File: config.mk
export PLATFORM = sky130hd
export DESIGN_NAME = text_line_number_filter_core_flat
export DESIGN_NICKNAME = d
export VERILOG_FILES = /design/src/rtl/tlnf_pkg.sv /design/src/rtl/tlnf_ifs.sv /design/src/rtl/tlnf_front.sv /design/src/rtl/tlnf_fifo.sv /design/src/rtl/tlnf_back.sv /design/src/rtl/text_line_number_filter_core.sv /design/src/flat_wrapper.sv
export SDC_FILE = /design/constraint.sdc
export NUM_CORES = 1
export LEC_CHECK = 0
export ABC_AREA = 1
export BUFFER_PORTS_ARGS = -buffer_cell sky130_fd_sc_hd__buf_2
export CAP_MARGIN = 20
export CORE_UTILIZATION = 56
export CTS_CLUSTER_SIZE = 30
export DETAILED_ROUTE_END_ITERATION = 8
export GPL_TIMING_DRIVEN = 0
export PLACE_DENSITY = 0.78
export SYNTH_ARGS = -nofsm -noshare
export SYNTH_HDL_FRONTEND = slang
export SYNTH_SLANG_ARGS = --single-unit
File: constraint.sdc
create_clock -name clk -period 6.1 [get_ports clk]
set_clock_uncertainty 0.15 [all_clocks]
set_input_delay 0.915 -clock clk [delete_from_list [all_inputs] [get_ports clk]]
set_output_delay 0.915 -clock clk [all_outputs]
set_load 0.005 [all_outputs]
File: src/rtl/tlnf_pkg.sv
// Shared constants, codes and types of the text line number filter.
`default_nettype none

package tlnf_pkg;

    localparam int ND_DEFAULT  = 6;
    localparam int QUEUE_DEPTH = 4;

    localparam int CFG_INDEX_W = 3;
    localparam int CFG_DATA_W  = 1;

    localparam logic [CFG_INDEX_W-1:0] CFG_NUMBER_ALL       = 3'd0;
    localparam logic [CFG_INDEX_W-1:0] CFG_NUMBER_NONBLANK  = 3'd1;
    localparam logic [CFG_INDEX_W-1:0] CFG_SQUEEZE_BLANK    = 3'd2;
    localparam logic [CFG_INDEX_W-1:0] CFG_SHOW_TABS        = 3'd3;
    localparam logic [CFG_INDEX_W-1:0] CFG_SHOW_ENDS        = 3'd4;
    localparam logic [CFG_INDEX_W-1:0] CFG_SHOW_NONPRINTING = 3'd5;

    localparam logic [7:0] CH_TAB      = 8'h09;
    localparam logic [7:0] CH_NEWLINE  = 8'h0A;
    localparam logic [7:0] CH_SPACE    = 8'h20;
    localparam logic [7:0] CH_DOLLAR   = 8'h24;
    localparam logic [7:0] CH_ZERO     = 8'h30;
    localparam logic [7:0] CH_QUESTION = 8'h3F;
    localparam logic [7:0] CH_I        = 8'h49;
    localparam logic [7:0] CH_CARET    = 8'h5E;
    localparam logic [7:0] CH_DEL      = 8'h7F;
    localparam logic [7:0] CH_CTRL_MAX = 8'h1F;
    localparam logic [7:0] CH_BS       = 8'h08;
    localparam logic [7:0] CH_VT       = 8'h0B;
    localparam logic [7:0] CARET_SHIFT = 8'h40;

    localparam logic [1:0] RUN_MAX = 2'd3;

    typedef struct packed {
        logic       number;
        logic       caret;
        logic       dollar;
        logic [7:0] ch;
    } tlnf_job_t;

endpackage

`default_nettype wire

File: src/rtl/tlnf_ifs.sv
// Valid/ready channel interfaces for input bytes and output characters.
`default_nettype none

interface tlnf_in_if;
    logic       valid;
    logic       ready;
    logic [7:0] in_byte;
    logic       file_start;

    modport source (output valid, output in_byte, output file_start, input ready);
    modport sink (input valid, input in_byte, input file_start, output ready);
endinterface

interface tlnf_out_if;
    logic       valid;
    logic       ready;
    logic [7:0] out_byte;
    logic       last;

    modport source (output valid, output out_byte, output last, input ready);
    modport sink (input valid, input out_byte, input last, output ready);
endinterface

`default_nettype wire

File: src/rtl/tlnf_front.sv
// Front end: option registers, line state and classification of each input byte.
`default_nettype none

module tlnf_front
    import tlnf_pkg::*;
#(
    parameter int NUMBER_DIGITS = ND_DEFAULT
)
(
    input  wire logic                       clk,
    input  wire logic                       rst_n,
    input  wire logic                       cfg_we,
    input  wire logic [CFG_INDEX_W-1:0]     cfg_index,
    input  wire logic [CFG_DATA_W-1:0]      cfg_data,
    tlnf_in_if.sink                         in_ch,
    input  wire logic                       full,
    output logic                            push,
    output tlnf_job_t                       job_flags,
    output logic [4*NUMBER_DIGITS-1:0]      job_digits
);

    localparam int BCD_W = 4 * NUMBER_DIGITS;

    logic number_all_reg;
    logic number_nonblank_reg;
    logic squeeze_blank_reg;
    logic show_tabs_reg;
    logic show_ends_reg;
    logic show_nonprinting_reg;

    logic [BCD_W-1:0] bcd_reg;
    logic [BCD_W-1:0] bcd_next;
    logic             start_reg;
    logic             start_next;
    logic [1:0]       run_reg;
    logic [1:0]       run_next;

    logic [BCD_W-1:0]       bcd_base;
    logic [BCD_W-1:0]       bcd_inc;
    logic [NUMBER_DIGITS:0] nines_below;
    logic                   start_base;
    logic [1:0]             run_base;
    logic                   accept;
    logic                   do_number;
    logic [7:0]             c;
    logic                   is_nl;
    logic                   is_ctrl;
    logic                   tab_hit;
    logic                   ctrl_hit;
    logic                   del_hit;

    always_ff @(posedge clk or negedge rst_n)
    begin
        if (!rst_n)
        begin
            number_all_reg       <= 1'b0;
            number_nonblank_reg  <= 1'b0;
            squeeze_blank_reg    <= 1'b0;
            show_tabs_reg        <= 1'b0;
            show_ends_reg        <= 1'b0;
            show_nonprinting_reg <= 1'b0;
        end
        else if (cfg_we)
        begin
            unique case (cfg_index)
                CFG_NUMBER_ALL:       number_all_reg       <= cfg_data[0];
                CFG_NUMBER_NONBLANK:  number_nonblank_reg  <= cfg_data[0];
                CFG_SQUEEZE_BLANK:    squeeze_blank_reg    <= cfg_data[0];
                CFG_SHOW_TABS:        show_tabs_reg        <= cfg_data[0];
                CFG_SHOW_ENDS:        show_ends_reg        <= cfg_data[0];
                CFG_SHOW_NONPRINTING: show_nonprinting_reg <= cfg_data[0];
                default:
                begin
                end
            endcase
        end
    end

    assign in_ch.ready = !full;
    assign accept      = in_ch.valid && !full;
    assign c           = in_ch.in_byte;
    assign is_nl       = (c == CH_NEWLINE);

    always_comb
    begin
        if (in_ch.file_start)
        begin
            bcd_base   = BCD_W'(1);
            start_base = 1'b1;
            run_base   = 2'd1;
        end
        else
        begin
            bcd_base   = bcd_reg;
            start_base = start_reg;
            run_base   = run_reg;
        end
    end

    always_comb
    begin
        nines_below[0] = 1'b1;
        for (int i = 0; i < NUMBER_DIGITS; i++)
        begin
            nines_below[i+1] = nines_below[i] && (bcd_base[4*i +: 4] == 4'd9);
            if (!nines_below[i])
                bcd_inc[4*i +: 4] = bcd_base[4*i +: 4];
            else if (bcd_base[4*i +: 4] == 4'd9)
                bcd_inc[4*i +: 4] = 4'd0;
            else
                bcd_inc[4*i +: 4] = bcd_base[4*i +: 4] + 4'd1;
        end
    end

    always_comb
    begin
        if (squeeze_blank_reg && is_nl)
            run_next = (run_base < RUN_MAX) ? run_base + 2'd1 : RUN_MAX;
        else
            run_next = 2'd0;

        if (number_nonblank_reg)
            do_number = start_base && !is_nl;
        else
            do_number = number_all_reg && start_base && (run_next < RUN_MAX);

        is_ctrl  = (c <= CH_BS) || ((c >= CH_VT) && (c <= CH_CTRL_MAX));
        tab_hit  = show_tabs_reg && (c == CH_TAB);
        ctrl_hit = show_nonprinting_reg && is_ctrl;
        del_hit  = show_nonprinting_reg && (c == CH_DEL);

        job_flags.number = do_number;
        job_flags.caret  = tab_hit || ctrl_hit || del_hit;
        if (tab_hit)
            job_flags.ch = CH_I;
        else if (ctrl_hit)
            job_flags.ch = c + CARET_SHIFT;
        else if (del_hit)
            job_flags.ch = CH_QUESTION;
        else
            job_flags.ch = c;
        job_flags.dollar = show_ends_reg && is_nl;
        job_digits       = bcd_base;

        push = accept && (run_next < RUN_MAX);

        bcd_next   = (do_number && !nines_below[NUMBER_DIGITS]) ? bcd_inc : bcd_base;
        start_next = is_nl ? 1'b1 : (start_base && !do_number);
    end

    always_ff @(posedge clk or negedge rst_n)
    begin
        if (!rst_n)
        begin
            bcd_reg   <= BCD_W'(1);
            start_reg <= 1'b1;
            run_reg   <= 2'd1;
        end
        else if (accept)
        begin
            bcd_reg   <= bcd_next;
            start_reg <= start_next;
            run_reg   <= run_next;
        end
    end

endmodule

`default_nettype wire

File: src/rtl/tlnf_fifo.sv
// Small register queue that decouples the front end from the output sequencer.
`default_nettype none

module tlnf_fifo
    import tlnf_pkg::*;
#(
    parameter int WIDTH = 8,
    parameter int DEPTH = QUEUE_DEPTH
)
(
    input  wire logic             clk,
    input  wire logic             rst_n,
    input  wire logic             push,
    input  wire logic [WIDTH-1:0] wdata,
    input  wire logic             pop,
    output logic                  full,
    output logic                  head_valid,
    output logic [WIDTH-1:0]      rdata
);

    localparam int PTR_W = (DEPTH > 1) ? $clog2(DEPTH) : 1;
    localparam int CNT_W = $clog2(DEPTH + 1);

    logic [WIDTH-1:0] mem_reg [DEPTH];
    logic [PTR_W-1:0] wr_ptr_reg;
    logic [PTR_W-1:0] wr_ptr_next;
    logic [PTR_W-1:0] rd_ptr_reg;
    logic [PTR_W-1:0] rd_ptr_next;
    logic [CNT_W-1:0] count_reg;
    logic [CNT_W-1:0] count_next;
    logic             do_push;
    logic             do_pop;

    assign full       = (count_reg == CNT_W'(DEPTH));
    assign head_valid = (count_reg != '0);
    assign rdata      = mem_reg[rd_ptr_reg];
    assign do_push    = push && !full;
    assign do_pop     = pop && head_valid;

    always_comb
    begin
        wr_ptr_next = wr_ptr_reg;
        rd_ptr_next = rd_ptr_reg;
        count_next  = count_reg;
        if (do_push)
            wr_ptr_next = (wr_ptr_reg == PTR_W'(DEPTH - 1)) ? '0 : wr_ptr_reg + 1'b1;
        if (do_pop)
            rd_ptr_next = (rd_ptr_reg == PTR_W'(DEPTH - 1)) ? '0 : rd_ptr_reg + 1'b1;
        if (do_push && !do_pop)
            count_next = count_reg + 1'b1;
        else if (do_pop && !do_push)
            count_next = count_reg - 1'b1;
    end

    always_ff @(posedge clk or negedge rst_n)
    begin
        if (!rst_n)
        begin
            wr_ptr_reg <= '0;
            rd_ptr_reg <= '0;
            count_reg  <= '0;
        end
        else
        begin
            wr_ptr_reg <= wr_ptr_next;
            rd_ptr_reg <= rd_ptr_next;
            count_reg  <= count_next;
        end
    end

    always_ff @(posedge clk)
    begin
        if (do_push)
            mem_reg[wr_ptr_reg] <= wdata;
    end

endmodule

`default_nettype wire

File: src/rtl/tlnf_back.sv
// Output sequencer: expands each queued job into characters through an output register.
`default_nettype none

module tlnf_back
    import tlnf_pkg::*;
#(
    parameter int NUMBER_DIGITS = ND_DEFAULT
)
(
    input  wire logic                       clk,
    input  wire logic                       rst_n,
    input  wire logic                       head_valid,
    input  wire tlnf_job_t                  head_flags,
    input  wire logic [4*NUMBER_DIGITS-1:0] head_digits,
    output logic                            pop,
    tlnf_out_if.source                      out_ch
);

    localparam int IDX_W = (NUMBER_DIGITS > 1) ? $clog2(NUMBER_DIGITS) : 1;

    localparam logic [2:0] PH_DIGIT  = 3'd0;
    localparam logic [2:0] PH_TAB    = 3'd1;
    localparam logic [2:0] PH_CARET  = 3'd2;
    localparam logic [2:0] PH_DOLLAR = 3'd3;
    localparam logic [2:0] PH_CHAR   = 3'd4;

    logic [2:0]       phase_reg;
    logic [2:0]       phase_next;
    logic [IDX_W-1:0] idx_reg;
    logic [IDX_W-1:0] idx_next;
    logic             lead_reg;
    logic             lead_next;
    logic             started_reg;
    logic             started_next;
    logic             out_valid_reg;
    logic             out_valid_next;
    logic [7:0]       out_byte_reg;
    logic [7:0]       out_byte_next;
    logic             out_last_reg;
    logic             out_last_next;

    logic [2:0]       cur_phase;
    logic [2:0]       after_tab;
    logic [2:0]       after_caret;
    logic [IDX_W-1:0] cur_idx;
    logic             cur_lead;
    logic [3:0]       digit;
    logic             blank;
    logic             out_load;
    logic             step;

    assign out_load = !out_valid_reg || out_ch.ready;
    assign step     = head_valid && out_load;

    always_comb
    begin
        after_caret = head_flags.dollar ? PH_DOLLAR : PH_CHAR;
        after_tab   = head_flags.caret ? PH_CARET : after_caret;

        if (started_reg)
            cur_phase = phase_reg;
        else if (head_flags.number)
            cur_phase = PH_DIGIT;
        else
            cur_phase = after_tab;

        cur_idx  = started_reg ? idx_reg : IDX_W'(NUMBER_DIGITS - 1);
        cur_lead = started_reg ? lead_reg : 1'b1;
        digit    = head_digits[4*cur_idx +: 4];
        blank    = cur_lead && (digit == 4'd0) && (cur_idx != '0);

        phase_next    = phase_reg;
        idx_next      = idx_reg;
        lead_next     = lead_reg;
        started_next  = started_reg;
        pop           = 1'b0;
        out_byte_next = out_byte_reg;
        out_last_next = out_last_reg;
        out_valid_next = out_valid_reg;

        if (out_load)
            out_valid_next = head_valid;

        if (step)
        begin
            started_next  = 1'b1;
            out_last_next = 1'b0;
            unique case (cur_phase)
                PH_DIGIT:
                begin
                    out_byte_next = blank ? CH_SPACE : CH_ZERO + {4'd0, digit};
                    lead_next     = blank;
                    idx_next      = cur_idx - 1'b1;
                    phase_next    = (cur_idx == '0) ? PH_TAB : PH_DIGIT;
                end
                PH_TAB:
                begin
                    out_byte_next = CH_TAB;
                    phase_next    = after_tab;
                end
                PH_CARET:
                begin
                    out_byte_next = CH_CARET;
                    phase_next    = after_caret;
                end
                PH_DOLLAR:
                begin
                    out_byte_next = CH_DOLLAR;
                    phase_next    = PH_CHAR;
                end
                PH_CHAR:
                begin
                    out_byte_next = head_flags.ch;
                    out_last_next = 1'b1;
                    started_next  = 1'b0;
                    pop           = 1'b1;
                end
                default:
                begin
                    started_next = 1'b0;
                end
            endcase
        end
    end

    always_ff @(posedge clk or negedge rst_n)
    begin
        if (!rst_n)
        begin
            phase_reg     <= PH_DIGIT;
            idx_reg       <= '0;
            lead_reg      <= 1'b1;
            started_reg   <= 1'b0;
            out_valid_reg <= 1'b0;
        end
        else
        begin
            phase_reg     <= phase_next;
            idx_reg       <= idx_next;
            lead_reg      <= lead_next;
            started_reg   <= started_next;
            out_valid_reg <= out_valid_next;
        end
    end

    always_ff @(posedge clk)
    begin
        out_byte_reg <= out_byte_next;
        out_last_reg <= out_last_next;
    end

    assign out_ch.valid    = out_valid_reg;
    assign out_ch.out_byte = out_byte_reg;
    assign out_ch.last     = out_last_reg;

endmodule

`default_nettype wire

File: src/rtl/text_line_number_filter_core.sv
// Top level of the text line number filter: front end, job queue and output sequencer.
//
// Input channel in_ch carries one file byte per transaction with a file_start
// flag that restarts line numbering and line state before that byte. Output
// channel out_ch carries one character per transaction; last marks the final
// character produced by an input byte. A byte that is a squeezed blank line
// produces no output transaction at all.
// Options are written through cfg_we/cfg_index/cfg_data (bit 0 used) while idle.
// An input byte passes through the job queue and then the output register.
// The output sequencer emits one character per cycle while out_ch.ready is high,
// so a byte that yields one character sustains one byte per cycle; a numbered
// line start yields NUMBER_DIGITS + 2 or NUMBER_DIGITS + 3 characters.
// A four-entry job queue lets the input run ahead while the output stalls;
// when the receiver holds ready low the output register holds its character
// and in_ch.ready drops once the queue fills.
// Reset clears all options, sets the line number to one and empties the queue.
`default_nettype none

module text_line_number_filter_core
    import tlnf_pkg::*;
#(
    parameter int NUMBER_DIGITS = ND_DEFAULT
)
(
    input  wire logic                   clk,
    input  wire logic                   rst_n,
    input  wire logic                   cfg_we,
    input  wire logic [CFG_INDEX_W-1:0] cfg_index,
    input  wire logic [CFG_DATA_W-1:0]  cfg_data,
    tlnf_in_if.sink                     in_ch,
    tlnf_out_if.source                  out_ch
);

    localparam int DIG_W = 4 * NUMBER_DIGITS;
    localparam int JOB_W = $bits(tlnf_job_t) + DIG_W;

    logic             full;
    logic             push;
    logic             pop;
    logic             head_valid;
    tlnf_job_t        job_flags;
    logic [DIG_W-1:0] job_digits;
    tlnf_job_t        head_flags;
    logic [DIG_W-1:0] head_digits;
    logic [JOB_W-1:0] head_word;

    tlnf_front #(
        .NUMBER_DIGITS (NUMBER_DIGITS)
    ) u_front (
        .clk        (clk),
        .rst_n      (rst_n),
        .cfg_we     (cfg_we),
        .cfg_index  (cfg_index),
        .cfg_data   (cfg_data),
        .in_ch      (in_ch),
        .full       (full),
        .push       (push),
        .job_flags  (job_flags),
        .job_digits (job_digits)
    );

    tlnf_fifo #(
        .WIDTH (JOB_W),
        .DEPTH (QUEUE_DEPTH)
    ) u_fifo (
        .clk        (clk),
        .rst_n      (rst_n),
        .push       (push),
        .wdata      ({job_flags, job_digits}),
        .pop        (pop),
        .full       (full),
        .head_valid (head_valid),
        .rdata      (head_word)
    );

    assign head_flags  = head_word[JOB_W-1:DIG_W];
    assign head_digits = head_word[DIG_W-1:0];

    tlnf_back #(
        .NUMBER_DIGITS (NUMBER_DIGITS)
    ) u_back (
        .clk         (clk),
        .rst_n       (rst_n),
        .head_valid  (head_valid),
        .head_flags  (head_flags),
        .head_digits (head_digits),
        .pop         (pop),
        .out_ch      (out_ch)
    );

endmodule

`default_nettype wire

File: src/flat_wrapper.sv
// flat-port wrapper written by rule: the top's interface ports become plain ports
module text_line_number_filter_core_flat import tlnf_pkg::*;
#(
    parameter int NUMBER_DIGITS = ND_DEFAULT
)
  (clk, rst_n, cfg_we, cfg_index, cfg_data, in_ch_valid, in_ch_in_byte, in_ch_file_start, in_ch_ready, out_ch_valid, out_ch_out_byte, out_ch_last, out_ch_ready);
  tlnf_in_if in_ch_i ();
  tlnf_out_if out_ch_i ();
  input  wire logic clk;
  input  wire logic rst_n;
  input  wire logic cfg_we;
  input  wire logic [CFG_INDEX_W-1:0] cfg_index;
  input  wire logic [CFG_DATA_W-1:0] cfg_data;
  input wire logic [$bits(in_ch_i.valid)-1:0] in_ch_valid;
  input wire logic [$bits(in_ch_i.in_byte)-1:0] in_ch_in_byte;
  input wire logic [$bits(in_ch_i.file_start)-1:0] in_ch_file_start;
  output wire logic [$bits(in_ch_i.ready)-1:0] in_ch_ready;
  output wire logic [$bits(out_ch_i.valid)-1:0] out_ch_valid;
  output wire logic [$bits(out_ch_i.out_byte)-1:0] out_ch_out_byte;
  output wire logic [$bits(out_ch_i.last)-1:0] out_ch_last;
  input wire logic [$bits(out_ch_i.ready)-1:0] out_ch_ready;
  assign in_ch_i.valid = in_ch_valid;
  assign in_ch_i.in_byte = in_ch_in_byte;
  assign in_ch_i.file_start = in_ch_file_start;
  assign in_ch_ready = in_ch_i.ready;
  assign out_ch_valid = out_ch_i.valid;
  assign out_ch_out_byte = out_ch_i.out_byte;
  assign out_ch_last = out_ch_i.last;
  assign out_ch_i.ready = out_ch_ready;
  text_line_number_filter_core #(.NUMBER_DIGITS(NUMBER_DIGITS)) u_core (.clk(clk), .rst_n(rst_n), .cfg_we(cfg_we), .cfg_index(cfg_index), .cfg_data(cfg_data), .in_ch(in_ch_i), .out_ch(out_ch_i));
endmodule
==> metrics.txt, run 1 <==
Post-synth EDFFs=approximately 150; clock sinks=between 150 and 200; VDD IR max=~0.25 mV; Die Ht=133 µm; 1st-pass router iterations=5; status=completed; Core Area=16,600 µm²; vias in the first global route=a little over 7k; CTS tree=done; clock slew at reported path FFs=0.07 ns; relative slew slack=51.9%; final setup fails=0; Final Worst Setup Slack=about 2.8 ns; register area share after synthesis=59.4%; Total Routing Usage GR=26.2%; HP Class=in -> async; area of placed instances=~10,000 µm²; Layout fillers=1,242; Via Count=7,428; top-level I/O count=29; Lkg Pwr=roughly 4.6 nW; pwr dens=439 nW/µm²; top post-synthesis cells by area=edfxtp_1, nand2_1, dfrtp_1, nand3_1, nor2_1; Switch Pwr=0.00178 W; startpoint types=flip-flop; CP required=roughly 6.3 ns; ANT nets after route=0; CP bufs+invs=4; Net Sw Frac=between 30% and 40%; max incr delay on CP=0.40 ns; Hold-fix buffers, CTS=0; minimum clock period=3.33 ns; Clk pwr share=23.9%; final count of pins violating max slew=0; crit path max fanout=10; main flop type after synthesis=edfxtp_1; Cell variety after synth=40; syn avg cell area=9.13 µm²; Die ar.=about 18,000 µm²; post-synthesis register bit count=198; CP endpoint kind=flip-flop; # diodes=0; P&R area growth vs syn=11.8%; gr ovfl total=0; H-tree depth=4; Hold Vio Cnt, Final=0; Die Wd=133 µm; Post-Syn Instances=1,052; mapped cell area=9600 µm²; Clock Latency Late Sink=0.44 ns; pre-CTS worst setup slack=2.49 ns; Resize count post-CTS=0; critical path arrival=about 3.5 ns; row cnt=47; share of the synthesized area in the top cell type=46.6%; global-route wire length before repair=35.1 mm; Final Cell Area=10,700 µm²; number of buffers created by CTS=17; starting density of the core=between 50 and 60%; YS warnings=0; CTS root buf=clkbuf_16; crit share post-route=a little over half; cell taking the most area after synthesis=edfxtp_1; max cap viols=0; Comb power frac=36.0%; crit-path leading delay family=simple AND/OR/NAND/NOR gates; Worst path slowest cell=fa_1; Placed Cells=approximately 1.3k; Crit Path Class=reg -> reg; Max Clk Rate=approximately 0.30 GHz; hold_ws=0.315 ns; max reg flops=140; RSZ-0062 raised after global routing=no; Post-Route Setup TNS=0 ns; Synth Net Count=about 1.1k; crit path cell chain=buf_2 > inv_2 > nand3_1 > nand2_1 > inv_1 > nand2_1 > nor2_1 > nor2_1 > nand2_1 > nor2_4 > nand2_1 > ha_1 > inv_1 > fa_1 > nor2_1 > a21oi_1; DR WL/cell=16.6 µm; Net count, final=1,132; # Post-CTS Setup Buffers=0; R2R Setup Slk=2.77 ns; GPL Wtd Cong=0.929; clock tree buffer depth=2; worst slew pin tran=0.719 ns; P_int=approximately 0.0029 W; initial antenna violation count=0; Detailed Route WL=22.2 mm; pin count of the biggest net entering global routing=30; Post-Layout Cell Count=around 1.3k; Initial DRC Count=~600; via/cell ratio=5.56; number of port buffers=27; Crit path top cell by count=nand2_1; Post-synth ARST share=24.7%; Sequential Power Share=40.1%; DRC=0; layout cell share with drive strength beyond 1=under 10%; DP Wirelength=15.0 mm
[cells in the final DEF, fill, tap and decap left out, types with 2 or more instances in the layout]
master	instances
inv_1	105
inv_2	3
nor2_8	2
nand2_2	4
ha_1	10
dfstp_2	4
nand4_1	14
edfxtp_1	149
clkinv_1	2
clkbuf_1	27
o21ai_1	15
nor2_2	5
nor2_4	8
a31oi_1	5
clkbuf_16	17
nand2_4	2
dfrtp_1	45
buf_1	4
a21oi_1	22
xor2_1	9
clkinv_2	4
buf_2	35
buf_6	5
nor2_1	102
bufinv_16	3
nand3_1	85
nor3_1	5
o21ai_0	70
o22ai_1	15
nand2_1	316
buf_12	5
clkinv_4	4
[worst reg2reg max path: stages, from the launching register on]
cell     delay [ns]
dfrtp_1        0.39
buf_2          0.18
inv_2          0.15
nand3_1        0.10
nand2_1        0.14
inv_1          0.09
nand2_1        0.09
nor2_1         0.05
nor2_1         0.22
nand2_1        0.20
nor2_4         0.23
nand2_1        0.26
ha_1           0.29
inv_1          0.11
fa_1           0.40
nor2_1         0.11
a21oi_1        0.05
[cell usage after synthesis (8+ instances only)]
library cell	instances
xor2_1	9
o21ai_1	15
dfrtp_1	45
edfxtp_1	149
inv_1	105
nand2_1	316
nor2_1	106
ha_1	10
a21oi_1	22
buf_2	8
o22ai_1	15
nand4_1	14
o21ai_0	70
nand3_1	85
clkbuf_1	26
[path summary, 6_finish.rpt]
kind                                                  start                       endpoint  cells after the start
worst max-delay path            u_core.u_fifo.rd_ptr_reg[1]     u_core.u_fifo.count_reg[1]                     16
worst min-delay path                                  rst_n  u_core.u_front.number_all_reg                      1
worst max register to register  u_core.u_fifo.rd_ptr_reg[1]     u_core.u_fifo.count_reg[1]                     16
worst min register to register     u_core.u_front.start_reg       u_core.u_front.start_reg                      2
max in group asynchronous                             rst_n      u_core.u_front.bcd_reg[0]                      2
min in group clk                   u_core.u_front.start_reg       u_core.u_front.start_reg                      2
[routing by layer]
metal	global-route usage (%)	up-vias	routed length, µm
met5	0	-	0
met4	10.6	0	471
met3	4.71	39	1800
met2	42.9	336	10700
met1	34.5	3467	9180
li1	-	3586	-
[cell type report]
type / count / area [µm²] / share of cell area, %
plain buffers: 44 / 216 / 2.02
clock buffers: 18 / 429 / 4.00
clock inverters: 14 / 160 / 1.49
inverters: 109 / 412 / 3.84
multi-input cells: 701 / 3300 / 30.7
flip-flops and latches: 198 / 5710 / 53.2
well taps: 220 / 275 / 2.57
repair buffers: 32 / 235 / 2.19
[cell families (layout without fill, tap and decap cells)]
logic type	Yosys count	after routing	share of synthesized area (%)
AND/OR/NAND/NOR	547	547	24.2
flip-flops	198	198	59.4
buffers and inverters	153	217	6.54
AO/OA/AOI/OAI	133	133	7.36
adder cells (fa/ha/maj)	11	11	1.51
XOR/XNOR	10	10	0.912
[stage by stage]
stage / utilization, % / power [W]
final: 64.5 / 0.00471
after global routing: 64.5 / 0.00498
after CTS: 64.5 / 0.00469
after detailed placement: 60.9 / 0.00357
after global placement: 60.2 / 0.00350
after floorplan: - / 0.00300
[power by group through the flow]
| stage | Combinational (W) | Sequential [W] | Clock, W |
|---|---|---|---|
| 2_1_floorplan | 0.00110 | 0.00190 | 0 |
| 3_3_place_gp | 0.00158 | 0.00192 | 0 |
| 3_5_place_dp | 0.00166 | 0.00191 | 0 |
| 4_1_cts | 0.00168 | 0.00189 | 0.00113 |
| 5_1_grt | 0.00188 | 0.00191 | 0.00119 |
| 6_report | 0.00170 | 0.00189 | 0.00112 |
(Power assumes the default switching activity.)
==> inputs of run 2 (changes only) <==
Clock period 6.1 ns to 3.1 ns, I/O delays scaled along.
==> metrics.txt, run 2 (synthesis gave the netlist of run 1 again) <==
status=completed; pwr dens=867 nW/µm²; GPL Wtd Cong=0.929; max cap viols=0; vias in the first global route=7,087; # diodes=0; CTS root buf=clkbuf_16; Die Wd=133 µm; Net count, final=1,136; Detailed Route WL=22.4 mm; row cnt=47; top-level I/O count=29; commonest non-fill, non-tap cell in the layout=nand2_1; max reg flops=140; final count of pins violating max slew=0; CP endpoint kind=flip-flop; clock sinks=198; global-route wire length before repair=35.1 mm; H-tree depth=4; Layout fillers=1,237; ANT nets after route=0; DR WL/cell=16.7 µm; VDD IR max=0.493 mV; RSZ-0062 raised after global routing=no; Die ar.=about 18,000 µm²; number of buffers created by CTS=17; final setup fails=0; Worst path slowest cell=fa_1; startpoint types=flip-flop; layout cell share with drive strength beyond 1=10.4%; CTS tree=done; number of port buffers=27; Hold Vio Cnt, Final=0; crit path max fanout=8; 1st-pass router iterations=8; worst slew pin tran=0.842 ns; R2R Path Start=u_core.u_fifo.count_reg[0]; minimum clock period=just under 3 ns; Crit Path Class=reg -> reg; beginning of the critical path=u_core.u_fifo.count_reg[0]; starting density of the core=about 58%; initial antenna violation count=0; DP Wirelength=15.0 mm; crit-path leading delay family=simple AND/OR/NAND/NOR gates; crit share post-route=93.4%; clock tree buffer depth=2; Via Count=7,496; CP required=3.26 ns; Core Area=16,600 µm²; clock slew at reported path FFs=0.07 ns; Clock Latency Late Sink=0.44 ns; HP Class=in -> reg; Die Ht=between 100 and 150 µm; Crit path top cell by count=inv_1; DRC=0; Initial DRC Count=600; max incr delay on CP=roughly 0.43 ns; Max Clk Rate=0.345 GHz; Lkg Pwr=4.62 nW; P&R area growth vs syn=12.5%; CP bufs+invs=4; Hold Crit Start=out_ch_ready; most frequent cells in the layout=nand2_1, edfxtp_1, inv_1; critical path arrival=3.06 ns; post-layout utilization of the core=64.9%; gr ovfl total=0; relative slew slack=43.6%; via/cell ratio=5.59; hold_ws=0.0731 ns; Total Routing Usage GR=a little over a quarter; total chip power=~0.0094 W; crit path cell chain=inv_1 > nand3_1 > nand2_1 > inv_1 > nand2_1 > inv_1 > ha_1 > inv_1 > fa_1 > a21oi_1 > o21ai_0 > xor2_1; pin count of the biggest net entering global routing=30
==> run 2: cell types whose count changed in the layout (fill, tap and decap cells not counted), sizes merged <==
cell and delta:
buf +2, clkbuf +1, clkinv +1, dlygate4sd3 +1, inv -1
==> run 2: per-layer routing <==
metal	global-route usage [%]	part of all wire, %	vias to the layer above
li1	-	-	3596
met1	34.6	42	3523
met2	42.9	48	334
met3	4.71	7.8	43
met4	10.6	2.3	0
met5	0	0	-
==> run 2: final cells by class <==
cell class / instances / area [µm²] / area share, %
sequential: 198 / 5710 / 52.8
multi-input combinational: 701 / 3310 / 30.7
clock buffer: 18 / 429 / 3.97
inverter: 109 / 419 / 3.88
tap: 220 / 275 / 2.55
timing repair buffer: 36 / 268 / 2.48
buffer: 44 / 225 / 2.09
clock inverter: 14 / 160 / 1.48
==> run 2: timing repair <==
| item | in CTS | in global routing |
|---|---|---|
| gates resized for setup | 1 | 14 |
| setup buffers | 1 | 2 |
| hold buffers | 1 | 0 |
| pin swaps | 1 | 2 |
| hold endpoints to repair | 19 | 0 |
| setup endpoints to repair | 2 | 3 |
==> run 2: worst paths after layout <==
| kind | end | slack, ns | cells after the start |
|---|---|---|---|
| max | u_core.u_fifo.count_reg[2] | 0.21 | 12 |
| min | u_core.u_back.out_ch.valid | 0.07 | 2 |
| max reg2reg | u_core.u_fifo.count_reg[2] | 0.21 | 12 |
| min reg2reg | u_core.u_front.start_reg | 0.32 | 2 |
| max in group asynchronous | u_core.u_front.bcd_reg[0] | 1.76 | 3 |
| min in group asynchronous | u_core.u_front.show_nonprinting_reg | 0.40 | 2 |
==> run 2: power breakdown <==
group / internal, W / switching (W) / leakage (nW) / total [W]
sequential: 0.00353 / 0.000184 / 2.02 / 0.00372
clock: 0.00126 / 0.000956 / 0.288 / 0.00222
combinational: 0.00102 / 0.00241 / 2.31 / 0.00343
==> run 2: per-stage QoR <==
stage | setup WS, ns | setup TNS, ns | instance area (µm²) | std cells
after floorplan | -0.0590 | -8.26 | 9600 | 1052
after global placement | -1.37 | -187.15 | 10000 | 1299
after detailed placement | -0.140 | -0.270 | 10100 | 1304
after CTS | 0.00758 | 0 | 10800 | 1338
after global routing | 0.0105 | 0 | 10800 | 1340
final | 0.206 | 0 | 10800 | 1340
